===== src/gdac_pkg.sv =====
// ---------------------------------------------------------------------------
// Gas detector alarm controller package
// Item types, mode and lamp codes, limits and register indexes shared by the
// controller modules.
// ---------------------------------------------------------------------------
package gdac_pkg;

   localparam int unsigned SAMPLE_W = 12;
   localparam int unsigned SUM_W    = 16;
   localparam int unsigned COUNT_W  = 8;
   localparam int unsigned MODE_W   = 3;
   localparam int unsigned CSR_IDX_W  = 1;
   localparam int unsigned CSR_DATA_W = 12;

   localparam logic [3:0] PAIRS_PER_ROUND = 4'd12;

   localparam logic [SAMPLE_W-1:0] SUPPLY_LOW    = 12'd200;
   localparam logic [SAMPLE_W-1:0] SUPPLY_HIGH   = 12'd300;
   localparam logic [SAMPLE_W-1:0] SUPPLY_FAULT  = 12'd500;
   localparam logic [SAMPLE_W-1:0] METHANE_OPEN  = 12'd20;
   localparam logic [SAMPLE_W-1:0] METHANE_SHORT = 12'd4050;
   localparam logic [SAMPLE_W-1:0] MIN_DELTA     = 12'd10;

   localparam logic [COUNT_W-1:0]  PREHEAT_DEFAULT   = 8'd180;
   localparam logic [SAMPLE_W-1:0] THRESHOLD_DEFAULT = 12'd2048;

   localparam logic [MODE_W-1:0] MODE_SELFTEST = 3'd0;
   localparam logic [MODE_W-1:0] MODE_PREHEAT  = 3'd1;
   localparam logic [MODE_W-1:0] MODE_NORMAL   = 3'd2;
   localparam logic [MODE_W-1:0] MODE_ALARM    = 3'd3;
   localparam logic [MODE_W-1:0] MODE_FAULT    = 3'd4;

   localparam logic [1:0] GREEN_OFF    = 2'd0;
   localparam logic [1:0] GREEN_ON     = 2'd1;
   localparam logic [1:0] GREEN_TOGGLE = 2'd2;

   localparam logic [CSR_IDX_W-1:0] CSR_ALARM_THRESHOLD = 1'b0;
   localparam logic [CSR_IDX_W-1:0] CSR_PREHEAT_ROUNDS  = 1'b1;

   typedef struct packed {
      logic [SAMPLE_W-1:0] methane_sample;
      logic [SAMPLE_W-1:0] supply_sample;
      logic                key_pressed;
   } req_type;

   typedef struct packed {
      logic [SAMPLE_W-1:0] avg_methane;
      logic [SAMPLE_W-1:0] avg_supply;
      logic [MODE_W-1:0]   mode;
      logic [COUNT_W-1:0]  preheat_left;
      logic [1:0]          green_lamp;
      logic                red_lamp;
      logic                yellow_lamp;
      logic                buzzer;
      logic                relay_on;
      logic                valve_pulse;
      logic                self_test;
   } rsp_type;

   typedef struct packed {
      logic [SAMPLE_W-1:0] avg_methane;
      logic [SAMPLE_W-1:0] avg_supply;
      logic                key_pressed;
   } avg_type;

endpackage


===== src/gdac_avg.sv =====
// ---------------------------------------------------------------------------
// Round averager
// Adds up twelve sample pairs, registers the round sums and divides each sum
// by twelve into a registered round item for the mode controller.
// ---------------------------------------------------------------------------
module gdac_avg (
   input  logic              clock,
   input  logic              reset,
   input  logic              req_valid,
   output logic              req_ready,
   input  gdac_pkg::req_type req_item,
   output logic              avg_valid,
   input  logic              avg_ready,
   output gdac_pkg::avg_type avg_item
);
   import gdac_pkg::*;

   localparam logic [16:0] RECIP_THREE = 17'd43691;

   logic [SUM_W-1:0] msum_ff, msum_in;
   logic [SUM_W-1:0] ssum_ff, ssum_in;
   logic [3:0]       pair_count_ff, pair_count_in;
   logic [SUM_W-1:0] rnd_msum_ff, rnd_ssum_ff;
   logic             rnd_key_ff;
   logic             rnd_valid_ff, rnd_valid_in;
   logic             avg_valid_ff, avg_valid_in;
   avg_type          avg_ff;
   logic             accept, last_pair, rnd_move;
   logic [SUM_W-1:0] msum_add, ssum_add;
   logic [30:0]      mprod, sprod;

   assign rnd_move  = ~avg_valid_ff | avg_ready;
   assign req_ready = ~rnd_valid_ff | rnd_move;
   assign accept    = req_valid & req_ready;
   assign last_pair = (pair_count_ff == PAIRS_PER_ROUND - 4'd1);

   assign msum_add = msum_ff + SUM_W'(req_item.methane_sample);
   assign ssum_add = ssum_ff + SUM_W'(req_item.supply_sample);

   // A sum divided by twelve is the sum divided by four, then by three
   // through a reciprocal multiply.
   assign mprod = {17'd0, rnd_msum_ff[SUM_W-1:2]} * {14'd0, RECIP_THREE};
   assign sprod = {17'd0, rnd_ssum_ff[SUM_W-1:2]} * {14'd0, RECIP_THREE};

   always_comb begin
      msum_in       = msum_ff;
      ssum_in       = ssum_ff;
      pair_count_in = pair_count_ff;
      rnd_valid_in  = rnd_valid_ff;
      if (rnd_move) begin
         rnd_valid_in = 1'b0;
      end
      if (accept) begin
         if (last_pair) begin
            msum_in       = '0;
            ssum_in       = '0;
            pair_count_in = '0;
            rnd_valid_in  = 1'b1;
         end else begin
            msum_in       = msum_add;
            ssum_in       = ssum_add;
            pair_count_in = pair_count_ff + 4'd1;
         end
      end
      avg_valid_in = rnd_move ? rnd_valid_ff : avg_valid_ff;
   end

   always_ff @(posedge clock) begin
      if (reset) begin
         msum_ff       <= '0;
         ssum_ff       <= '0;
         pair_count_ff <= '0;
         rnd_valid_ff  <= 1'b0;
         avg_valid_ff  <= 1'b0;
      end else begin
         msum_ff       <= msum_in;
         ssum_ff       <= ssum_in;
         pair_count_ff <= pair_count_in;
         rnd_valid_ff  <= rnd_valid_in;
         avg_valid_ff  <= avg_valid_in;
      end
   end

   always_ff @(posedge clock) begin
      if (accept && last_pair) begin
         rnd_msum_ff <= msum_add;
         rnd_ssum_ff <= ssum_add;
         rnd_key_ff  <= req_item.key_pressed;
      end
      if (rnd_move) begin
         avg_ff.avg_methane <= mprod[28:17];
         avg_ff.avg_supply  <= sprod[28:17];
         avg_ff.key_pressed <= rnd_key_ff;
      end
   end

   assign avg_valid = avg_valid_ff;
   assign avg_item  = avg_ff;

   a_count_range: assert property (@(posedge clock) disable iff (reset)
      pair_count_ff < PAIRS_PER_ROUND)
      else $error("pair count left its range");
   a_round_clears: assert property (@(posedge clock) disable iff (reset)
      accept && last_pair |=> msum_ff == '0 && ssum_ff == '0 && rnd_valid_ff)
      else $error("round end did not clear the sums");

endmodule


===== src/gdac_ctl.sv =====
// ---------------------------------------------------------------------------
// Mode controller
// Holds the configuration registers and the mode state, updates the mode from
// each round's averages and registers the result item with its commands.
// ---------------------------------------------------------------------------
module gdac_ctl (
   input  logic                                 clock,
   input  logic                                 reset,
   input  logic                                 csr_we,
   input  logic [gdac_pkg::CSR_IDX_W-1:0]       csr_index,
   input  logic [gdac_pkg::CSR_DATA_W-1:0]      csr_wdata,
   input  logic                                 avg_valid,
   output logic                                 avg_ready,
   input  gdac_pkg::avg_type                    avg_item,
   output logic                                 rsp_valid,
   input  logic                                 rsp_ready,
   output gdac_pkg::rsp_type                    rsp_item
);
   import gdac_pkg::*;

   logic [SAMPLE_W-1:0] threshold_ff;
   logic [COUNT_W-1:0]  preheat_rounds_ff;
   logic [MODE_W-1:0]   mode_ff, mode_in;
   logic [COUNT_W-1:0]  preheat_ff, preheat_in;
   logic                valve_done_ff, valve_done_in;
   logic                silenced_ff, silenced_in;
   logic                rsp_valid_ff;
   rsp_type             rsp_ff, rsp_in;
   logic                accept;
   logic [MODE_W-1:0]   upd_mode;
   logic [SAMPLE_W-1:0] ch4, sup, delta;
   logic                supply_ok;

   assign avg_ready = ~rsp_valid_ff | rsp_ready;
   assign accept    = avg_valid & avg_ready;

   assign ch4       = avg_item.avg_methane;
   assign sup       = avg_item.avg_supply;
   assign delta     = (ch4 > sup) ? (ch4 - sup) : (sup - ch4);
   assign supply_ok = (sup >= SUPPLY_LOW) && (sup < SUPPLY_HIGH);

   always_comb begin
      case (mode_ff)
         MODE_SELFTEST, MODE_PREHEAT: begin
            upd_mode = mode_ff;
         end
         MODE_NORMAL: begin
            upd_mode = mode_ff;
            if (supply_ok && ch4 > threshold_ff) begin
               upd_mode = MODE_ALARM;
            end
            if (sup > SUPPLY_FAULT || ch4 < METHANE_OPEN || ch4 > METHANE_SHORT
                || delta < MIN_DELTA) begin
               upd_mode = MODE_FAULT;
            end
         end
         MODE_ALARM: begin
            upd_mode = (ch4 < threshold_ff) ? MODE_NORMAL : MODE_ALARM;
         end
         MODE_FAULT: begin
            upd_mode = MODE_FAULT;
            if (supply_ok && ch4 < threshold_ff) begin
               upd_mode = MODE_NORMAL;
            end else if (supply_ok && ch4 < METHANE_SHORT) begin
               upd_mode = MODE_ALARM;
            end
         end
         default: begin
            upd_mode = MODE_NORMAL;
         end
      endcase
   end

   always_comb begin
      rsp_in             = '0;
      rsp_in.avg_methane = ch4;
      rsp_in.avg_supply  = sup;
      rsp_in.green_lamp  = GREEN_OFF;
      mode_in            = upd_mode;
      preheat_in         = preheat_ff;
      valve_done_in      = valve_done_ff;
      silenced_in        = silenced_ff;
      case (upd_mode)
         MODE_SELFTEST: begin
            rsp_in.self_test = 1'b1;
            preheat_in       = preheat_rounds_ff;
            mode_in          = MODE_PREHEAT;
         end
         MODE_PREHEAT: begin
            if (preheat_ff != '0) begin
               preheat_in = preheat_ff - 8'd1;
            end
            if (avg_item.key_pressed) begin
               preheat_in = '0;
            end
            if (preheat_in == '0) begin
               mode_in = MODE_NORMAL;
            end
            rsp_in.green_lamp = GREEN_TOGGLE;
         end
         MODE_NORMAL: begin
            valve_done_in     = 1'b0;
            silenced_in       = 1'b0;
            rsp_in.green_lamp = GREEN_ON;
            rsp_in.self_test  = avg_item.key_pressed;
         end
         MODE_ALARM: begin
            rsp_in.green_lamp  = GREEN_ON;
            rsp_in.red_lamp    = 1'b1;
            rsp_in.relay_on    = 1'b1;
            silenced_in        = silenced_ff | avg_item.key_pressed;
            rsp_in.valve_pulse = ~valve_done_ff;
            valve_done_in      = 1'b1;
            rsp_in.buzzer      = ~silenced_in;
         end
         default: begin
            silenced_in        = 1'b0;
            rsp_in.yellow_lamp = 1'b1;
            rsp_in.buzzer      = 1'b1;
         end
      endcase
      rsp_in.mode         = mode_in;
      rsp_in.preheat_left = preheat_in;
   end

   always_ff @(posedge clock) begin
      if (reset) begin
         threshold_ff      <= THRESHOLD_DEFAULT;
         preheat_rounds_ff <= PREHEAT_DEFAULT;
         mode_ff           <= MODE_SELFTEST;
         preheat_ff        <= PREHEAT_DEFAULT;
         valve_done_ff     <= 1'b0;
         silenced_ff       <= 1'b0;
         rsp_valid_ff      <= 1'b0;
      end else begin
         if (csr_we && csr_index == CSR_ALARM_THRESHOLD) begin
            threshold_ff <= csr_wdata;
         end
         if (csr_we && csr_index == CSR_PREHEAT_ROUNDS) begin
            preheat_rounds_ff <= csr_wdata[COUNT_W-1:0];
         end
         if (accept) begin
            mode_ff       <= mode_in;
            preheat_ff    <= preheat_in;
            valve_done_ff <= valve_done_in;
            silenced_ff   <= silenced_in;
            rsp_valid_ff  <= 1'b1;
         end else if (rsp_ready) begin
            rsp_valid_ff  <= 1'b0;
         end
      end
   end

   always_ff @(posedge clock) begin
      if (accept) begin
         rsp_ff <= rsp_in;
      end
   end

   assign rsp_valid = rsp_valid_ff;
   assign rsp_item  = rsp_ff;

   a_mode_range: assert property (@(posedge clock) disable iff (reset)
      mode_ff == MODE_SELFTEST || mode_ff == MODE_PREHEAT || mode_ff == MODE_NORMAL
      || mode_ff == MODE_ALARM || mode_ff == MODE_FAULT)
      else $error("mode register holds an unused code");
   a_valve_alarm: assert property (@(posedge clock) disable iff (reset)
      rsp_valid_ff && rsp_ff.valve_pulse |-> rsp_ff.mode == MODE_ALARM && valve_done_ff)
      else $error("valve pulse outside an alarm round");
   a_relay_alarm: assert property (@(posedge clock) disable iff (reset)
      rsp_valid_ff |-> rsp_ff.relay_on == (rsp_ff.mode == MODE_ALARM))
      else $error("relay drive does not follow the alarm mode");
   a_mode_tracks: assert property (@(posedge clock) disable iff (reset)
      accept |=> rsp_ff.mode == mode_ff && rsp_ff.preheat_left == preheat_ff)
      else $error("result mode differs from the held mode");

endmodule


===== src/gas_detector_alarm_controller.sv =====
// ---------------------------------------------------------------------------
// Gas detector alarm controller
// Averages twelve methane and supply sample pairs per round and runs the
// self-test, preheat, normal, alarm and fault modes from the averages.
// ---------------------------------------------------------------------------
// The edge that accepts the twelfth item of a round registers the round
// sums; the divided round item and then the mode-updated result follow.
// Throughput: one item per cycle unless stalled; one result per twelve items.
// Reset clears the sums and pair count, sets the mode to self-test, the
// countdown to 180 and the registers to threshold 2048 and 180 rounds.
// ---------------------------------------------------------------------------
module gas_detector_alarm_controller (
   input  logic                            clock,
   input  logic                            reset,
   input  logic                            req_valid,
   output logic                            req_ready,
   input  gdac_pkg::req_type               req_item,
   output logic                            rsp_valid,
   input  logic                            rsp_ready,
   output gdac_pkg::rsp_type               rsp_item,
   input  logic                            csr_we,
   input  logic [gdac_pkg::CSR_IDX_W-1:0]  csr_index,
   input  logic [gdac_pkg::CSR_DATA_W-1:0] csr_wdata
);
   import gdac_pkg::*;

   logic    avg_valid, avg_ready;
   avg_type avg_item;

   gdac_avg u_avg (
      .clock     (clock),
      .reset     (reset),
      .req_valid (req_valid),
      .req_ready (req_ready),
      .req_item  (req_item),
      .avg_valid (avg_valid),
      .avg_ready (avg_ready),
      .avg_item  (avg_item)
   );

   gdac_ctl u_ctl (
      .clock     (clock),
      .reset     (reset),
      .csr_we    (csr_we),
      .csr_index (csr_index),
      .csr_wdata (csr_wdata),
      .avg_valid (avg_valid),
      .avg_ready (avg_ready),
      .avg_item  (avg_item),
      .rsp_valid (rsp_valid),
      .rsp_ready (rsp_ready),
      .rsp_item  (rsp_item)
   );

endmodule

===== config.mk =====
export PLATFORM = sky130hd
export DESIGN_NAME = gas_detector_alarm_controller
export DESIGN_NICKNAME = d
export VERILOG_FILES = /design/src/gdac_pkg.sv /design/src/gdac_avg.sv /design/src/gdac_ctl.sv /design/src/gas_detector_alarm_controller.sv
export SDC_FILE = /design/constraint.sdc
export NUM_CORES = 1
export LEC_CHECK = 0
export ABC_AREA = 1
export BUFFER_PORTS_ARGS = -buffer_cell sky130_fd_sc_hd__clkbuf_2
export CAP_MARGIN = 20
export CORE_UTILIZATION = 55
export DETAILED_ROUTE_END_ITERATION = 6
export PLACE_DENSITY = 0.76
export SYNTH_ARGS = -nofsm -noshare
export SYNTH_HDL_FRONTEND = slang
export SYNTH_SLANG_ARGS = --single-unit

===== constraint.sdc =====
create_clock -name clock -period 5 [get_ports clock]
set_input_delay 0.5 -clock clock [delete_from_list [all_inputs] [get_ports clock]]
set_output_delay 0.5 -clock clock [all_outputs]
set_load 0.1 [all_outputs]

# After elaboration in Yosys (flattened, before gate mapping)
# Index checks and enable logic that the tools add are counted.
[word_totals]
input_bits = 43
elab_cells = 120
output_inout_bits = 45
reg_bits = 173
[op_classes]
n_mux = 29
n_reduce_logical = 23
n_eq_ne = 8
bitwise = 13
add_sub_neg = 6
mul = 2
order_cmp = 10
[op_table]
columns = ["operator", "n"]
rows = [
  ["$mul 14x16->29 const B", 2],
  ["$add 16x12->16", 2],
  ["$mux 16", 2],
  ["$gt 12x12->1", 2],
  ["$mux 8", 3],
  ["$sub 12x12->12", 2],
  ["$pmux 8 s2", 1],
  ["$mux 3", 5],
  ["$eq 3x2->1 const B", 4],
  ["$ge 12x8->1 const B", 1],
  ["$gt 12x12->1 const B", 1],
  ["$gt 12x9->1 const B", 1],
  ["$lt 12x12->1", 1],
  ["$lt 12x12->1 const B", 1],
  ["$lt 12x4->1 const B", 1],
  ["$lt 12x5->1 const B", 1],
  ["$lt 12x9->1 const B", 1],
  ["$mux 12", 1],
  ["$pmux 3 s4", 1],
  ["$logic_not 8->1", 1],
  ["$mux 1", 8],
  ["$pmux 1 s2", 4],
  ["$reduce_bool 8->1", 1],
  ["$sub 8x1->8 const B", 1],
  ["other kinds (19)", 43],
]

# Depth between registers and ports, before layout
[logic_depth]
word_depth = 11
mapped_depth = 26
ltp_nobuf = 26

# By module
# A second synthesis with hierarchy kept.
[unflattened]
cells_unflattened = 2218
area_unflattened_um2 = 17252.8
[by_module_without_submodules]
columns = ["mod", "area_per_inst_um2", "cells_each", "n_inst", "seq_area_each_um2"]
rows = [
  ["gdac_avg", 12210.5, 1527, 1, 2382.3],
  ["gdac_ctl", 5042.3, 691, 1, 1941.9],
]

# Least setup slack after synthesis
# OpenSTA, ideal clock, no wires.
[synth_path]
path_type = "register to register"
startpoint = "reg u_avg.rnd_ssum_ff[12]"
endpoint = "reg u_avg.avg_ff (netlist bit u_avg.avg_item[8]) (data pin)"
required_ps = 4738
n_path_buf = 0
period_less_slack_ps = 5194
arrival_time_ps = 4932
setup_time_ps = 262
stages_incl_launch_ff = 21
slack_ps = -194
cell_sequence = "edfxtp_1 > ha_1 > inv_1 > fa_1 > inv_1 > fa_1 > inv_1 > fa_1 > inv_1 > fa_1 > inv_1 > fa_1 > inv_1 > ha_1 > a21oi_1 > o21ai_0 > a21oi_1 > a21boi_0 > o21ai_0 > a21oi_1 > xor2_1"
[synth_between]
elab_chain_len = 1
[synth_rtl]
columns = ["item", "line", "rtl"]
rows = [
  ["start, declared", "gdac_avg.sv:23", "logic [SUM_W-1:0] rnd_msum_ff, rnd_ssum_ff;"],
  ["start signal, assigned", "gdac_avg.sv:87", "rnd_ssum_ff <= ssum_add;"],
  ["$mul 14x16->29", "gdac_avg.sv:43", "assign sprod = {17'd0, rnd_ssum_ff[SUM_W-1:2]} * {14'd0, RECIP_THREE};"],
  ["via u_avg.sprod[24]", "gdac_avg.sv:30", "logic [30:0] mprod, sprod;"],
  ["end, declared", "gdac_avg.sv:27", "avg_type avg_ff;"],
]
# The timed path passes the listed nets, and every way through them passes these cells.
# A chain may end at the register's enable or synchronous reset.

# Worst setup path in the final report
[layout_path]
startpoint = "reg u_avg.rnd_msum_ff[10]"
endpoint = "reg u_avg.avg_ff (netlist bit u_avg.avg_item[24]) (data pin)"
[layout_between]
elab_chain_len = 1
[layout_rtl]
columns = ["item", "line", "rtl"]
rows = [
  ["start, declared", "gdac_avg.sv:23", ""],
  ["start signal, assigned", "gdac_avg.sv:86", "rnd_msum_ff <= msum_add;"],
  ["$mul 14x16->29", "gdac_avg.sv:42", "assign mprod = {17'd0, rnd_msum_ff[SUM_W-1:2]} * {14'd0, RECIP_THREE};"],
  ["via u_avg.mprod[28]", "gdac_avg.sv:30", ""],
]
# The timed path passes the listed nets, and every way through them passes these cells.

==> results.md <==
* Status: finished, violations left
* Violated checks: negative setup slack
* Final nets at 2397
* Share of the synthesized area in the top cell type at 0.2004
* Clock root cell: clkbuf_16
* DR vias at 12320
* R2R depth at 18
* Drt total wl at 34.40 mm
* GPL Wtd Cong at 0.9312
* CTS tree: yes
* DPL Wire Length at 27.18 mm
* Startpoint types: register
* CP Capture Type: register
* Hold WC Path Type: in -> reg
* VDD IR max at 302.5 µV
* Cells after DPL at 2336
* Max Fclk at 0.1978 GHz
* Total track usage at 0.2429
* Via density at 5.179
* Non-filler instance count after layout at 2379
* Starting Density at 0.5632
* Synth area leader: ha_1
* Fillers at 2265
* Top-count cell post-synth: inv_1
* Post-synthesis register bit count at 168
* Largest buffer count on any clock path at 2
* Relative max-transition margin at 0.4582
* Clk slew on worst S/H paths at 0.07 ns
* Total CTS buffers at 17
* Hold_sp: req_item[0]
* Crit Path Class: reg -> reg
* Port Buffers at 87
* DR WL/cell at 14.46 µm
* Worst path required time at 5.19 ns
* Async S/R FF share, synth at 0
* Row Count at 61
* Clk sinks at 168
* EDFF count, synth at 96
* Hold WS at 0.2267 ns
* Final setup vio count at 1
* Die Wd at 171.1 µm
* Crit-path max FO at 3
* Post-synth cell types at 46
* Post-Syn Nets at 2247
* RSZ-0062 raised after global routing: yes
* Starting DRT DRC Count at 743
* Max-Cap Viols at 0
* Netlist Area Pre-Place at 0.01573 mm²
* Commonest cells post-synth: inv_1 (383), nand2_1 (344), ha_1 (252), a21oi_1 (140), fa_1 (114)
* Leak pwr at 9.200 nW
* Die area at 0.02929 mm²
* Initial DRT Pass Iterations at 6
* First-pass GRT wire length at 56.61 mm
* P&R area growth vs syn at 15.09%
* # diodes at 0
* Worst-Skew Late Latency at 0.45 ns
* Hold Vio Cnt, Final at 0
* Area of the core region at 0.02793 mm²
* Top cells by area, synth: ha_1 (20%), edfxtp_1 (18%), fa_1 (15%)
* Die Height at 171.1 µm
* Critical R2R Launch: u_avg.rnd_msum_ff[10]
* Final clock skew at 0.01310 ns
* PnR Total Power at 3.169 mW
* Post-DRT Antenna Nets at 0
* Worst-margin pin slew at 0.8118 ns
* Crit share post-route at 1.011
* DRC at 0
* Max-slew violations at 0
* WP data arrival at 5.24 ns
* Yosys warning total at 0
* Vias in the first global route at 12380
* Cell count after synthesis at 1838
* Io pins at 88
* Hold path depth at 1
* Setup slack after layout at -0.05452 ns
* Ys flop type: edfxtp_1
* H-tree lvl count at 4
* Gr ovfl total at 0
* Clock period minus worst slack at 5.055 ns
* Hold endpoint: u_avg.rnd_key_ff
* RR Endpoint: u_avg.avg_item[24]
* Pin count of the biggest net entering global routing at 56
* Fraction of layout instances using a drive strength above 1 at 0.1484
* Core Util, Final at 0.6482
* Pwr Density at 175.0 mW/mm²
* R2R setup slack at -0.05 ns
* Sequential cell area fraction in the yosys report at 0.2749
* Syn_area_per_cell at 8.560 µm²
* Initial antenna violation count at 0
* TNS Setup at -0.05452 ns
## cells by family (layout without fill, tap and decap cells)
family	count (synthesis)	after routing	synth area share
AND/OR/NAND/NOR	570	570	0.1539
buffers and inverters	413	576	0.09933
adder cells (fa/ha/maj)	366	366	0.3455
AO/OA/AOI/OAI	258	258	0.09138
flip-flops	168	168	0.2749
XOR/XNOR	63	63	0.03507
## cells in the final DEF, fill, tap and decap left out, types with 5 or more instances in the layout
cell,count
nand3_1,67
o21bai_1,7
a21o_1,7
nor2_1,80
a31oi_1,6
dfxtp_1,72
inv_2,18
xor2_1,39
ha_1,235
buf_4,62
nand3_2,7
nor2_2,10
nor3_1,12
fa_1,108
a21oi_2,13
o221ai_1,5
xnor2_1,24
clkbuf_2,87
nand4_1,22
inv_1,372
edfxtp_1,96
nand2_2,11
o21a_1,5
o211ai_1,7
o21ai_0,48
nand2_1,337
a21oi_1,125
o21ai_1,15
ha_4,16
o21ai_2,5
clkbuf_16,17
fa_2,6
## per-layer routing
metal	track usage	wire length, µm
met1	0.3050	15410
met2	0.4284	16970
met3	0.03030	1101
met4	0.08540	921
met5	0	0
## cell type report
class | instances | area (µm²) | share of cell area
clock buffers | 17 | 425.4 | 0.02349
clock inverters | 15 | 153.9 | 0.008499
inverters | 391 | 1468 | 0.08105
multi-input cells | 1257 | 10310 | 0.5693
flip-flops and latches | 168 | 4324 | 0.2388
well taps | 378 | 473.0 | 0.02612
repair buffers | 153 | 954.7 | 0.05272
## report_power, final
group	switching (mW)	internal (mW)	total, mW
Combinational	0.216	0.139	0.354
Clock	0.622	0.665	1.29
Sequential	0.0230	1.51	1.53
## sequential cells by signal, indices dropped and copies added, names as in the netlist, 3 cells and up
register                 flops
u_ctl.rsp_item              42
u_ctl.threshold_ff          12
u_avg.pair_count_ff          4
u_ctl.preheat_rounds_ff      8
u_ctl.preheat_ff             8
u_avg.msum_ff               16
u_avg.avg_item              25
u_avg.ssum_ff               16
u_ctl.mode_ff                3
u_avg.rnd_ssum_ff           14
u_avg.rnd_msum_ff           14
## critical path, stage by stage, from the launching register on
cell      delay, ns
edfxtp_1       0.44
ha_4           0.27
buf_6          0.12
fa_2           0.62
fa_1           0.46
fa_1           0.56
fa_1           0.43
fa_1           0.49
ha_4           0.32
nand2_4        0.06
nor2_4         0.10
inv_2          0.05
nor3_4         0.19
nand4_1        0.12
nand3_2        0.12
nand2_1        0.06
o211ai_1       0.11
a21oi_1        0.11
xor2_1         0.15
## per-stage QoR
stage,cell area [µm²],setup slack (ns)
2_1_floorplan,15760,0.002115
4_1_cts,17740,-0.01532
6_report,18110,-0.05452
3_5_place_dp,16990,-0.2244
5_1_grt,18110,-0.2457
3_3_place_gp,16990,-0.07518
## worst max-delay path by stage
stage,depth (start not counted),startpoint,endpoint,slack (ns)
finish,18,u_avg.rnd_msum_ff[10],u_avg.avg_item[24],-0.05
global route,18,u_avg.rnd_msum_ff[10],u_avg.avg_item[24],-0.25
CTS,19,u_avg.rnd_msum_ff[12],u_avg.avg_item[18],-0.02
detailed placement,20,u_avg.rnd_msum_ff[12],u_avg.avg_item[24],-0.22
global placement,20,u_avg.rnd_msum_ff[10],u_avg.avg_item[24],-0.08
floorplan,21,u_avg.rnd_msum_ff[12],u_avg.avg_item[24],0.002
## timing repair
action / CTS / global route
gates resized for setup: 35 / 65
setup endpoints to repair: 20 / 21
pin swaps: 24 / 34
hold buffers: 0 / 0
setup buffers: 4 / 6
endpoints found under the hold margin: 0 / 0
Note: power is estimated with default switching activity, not from simulation.
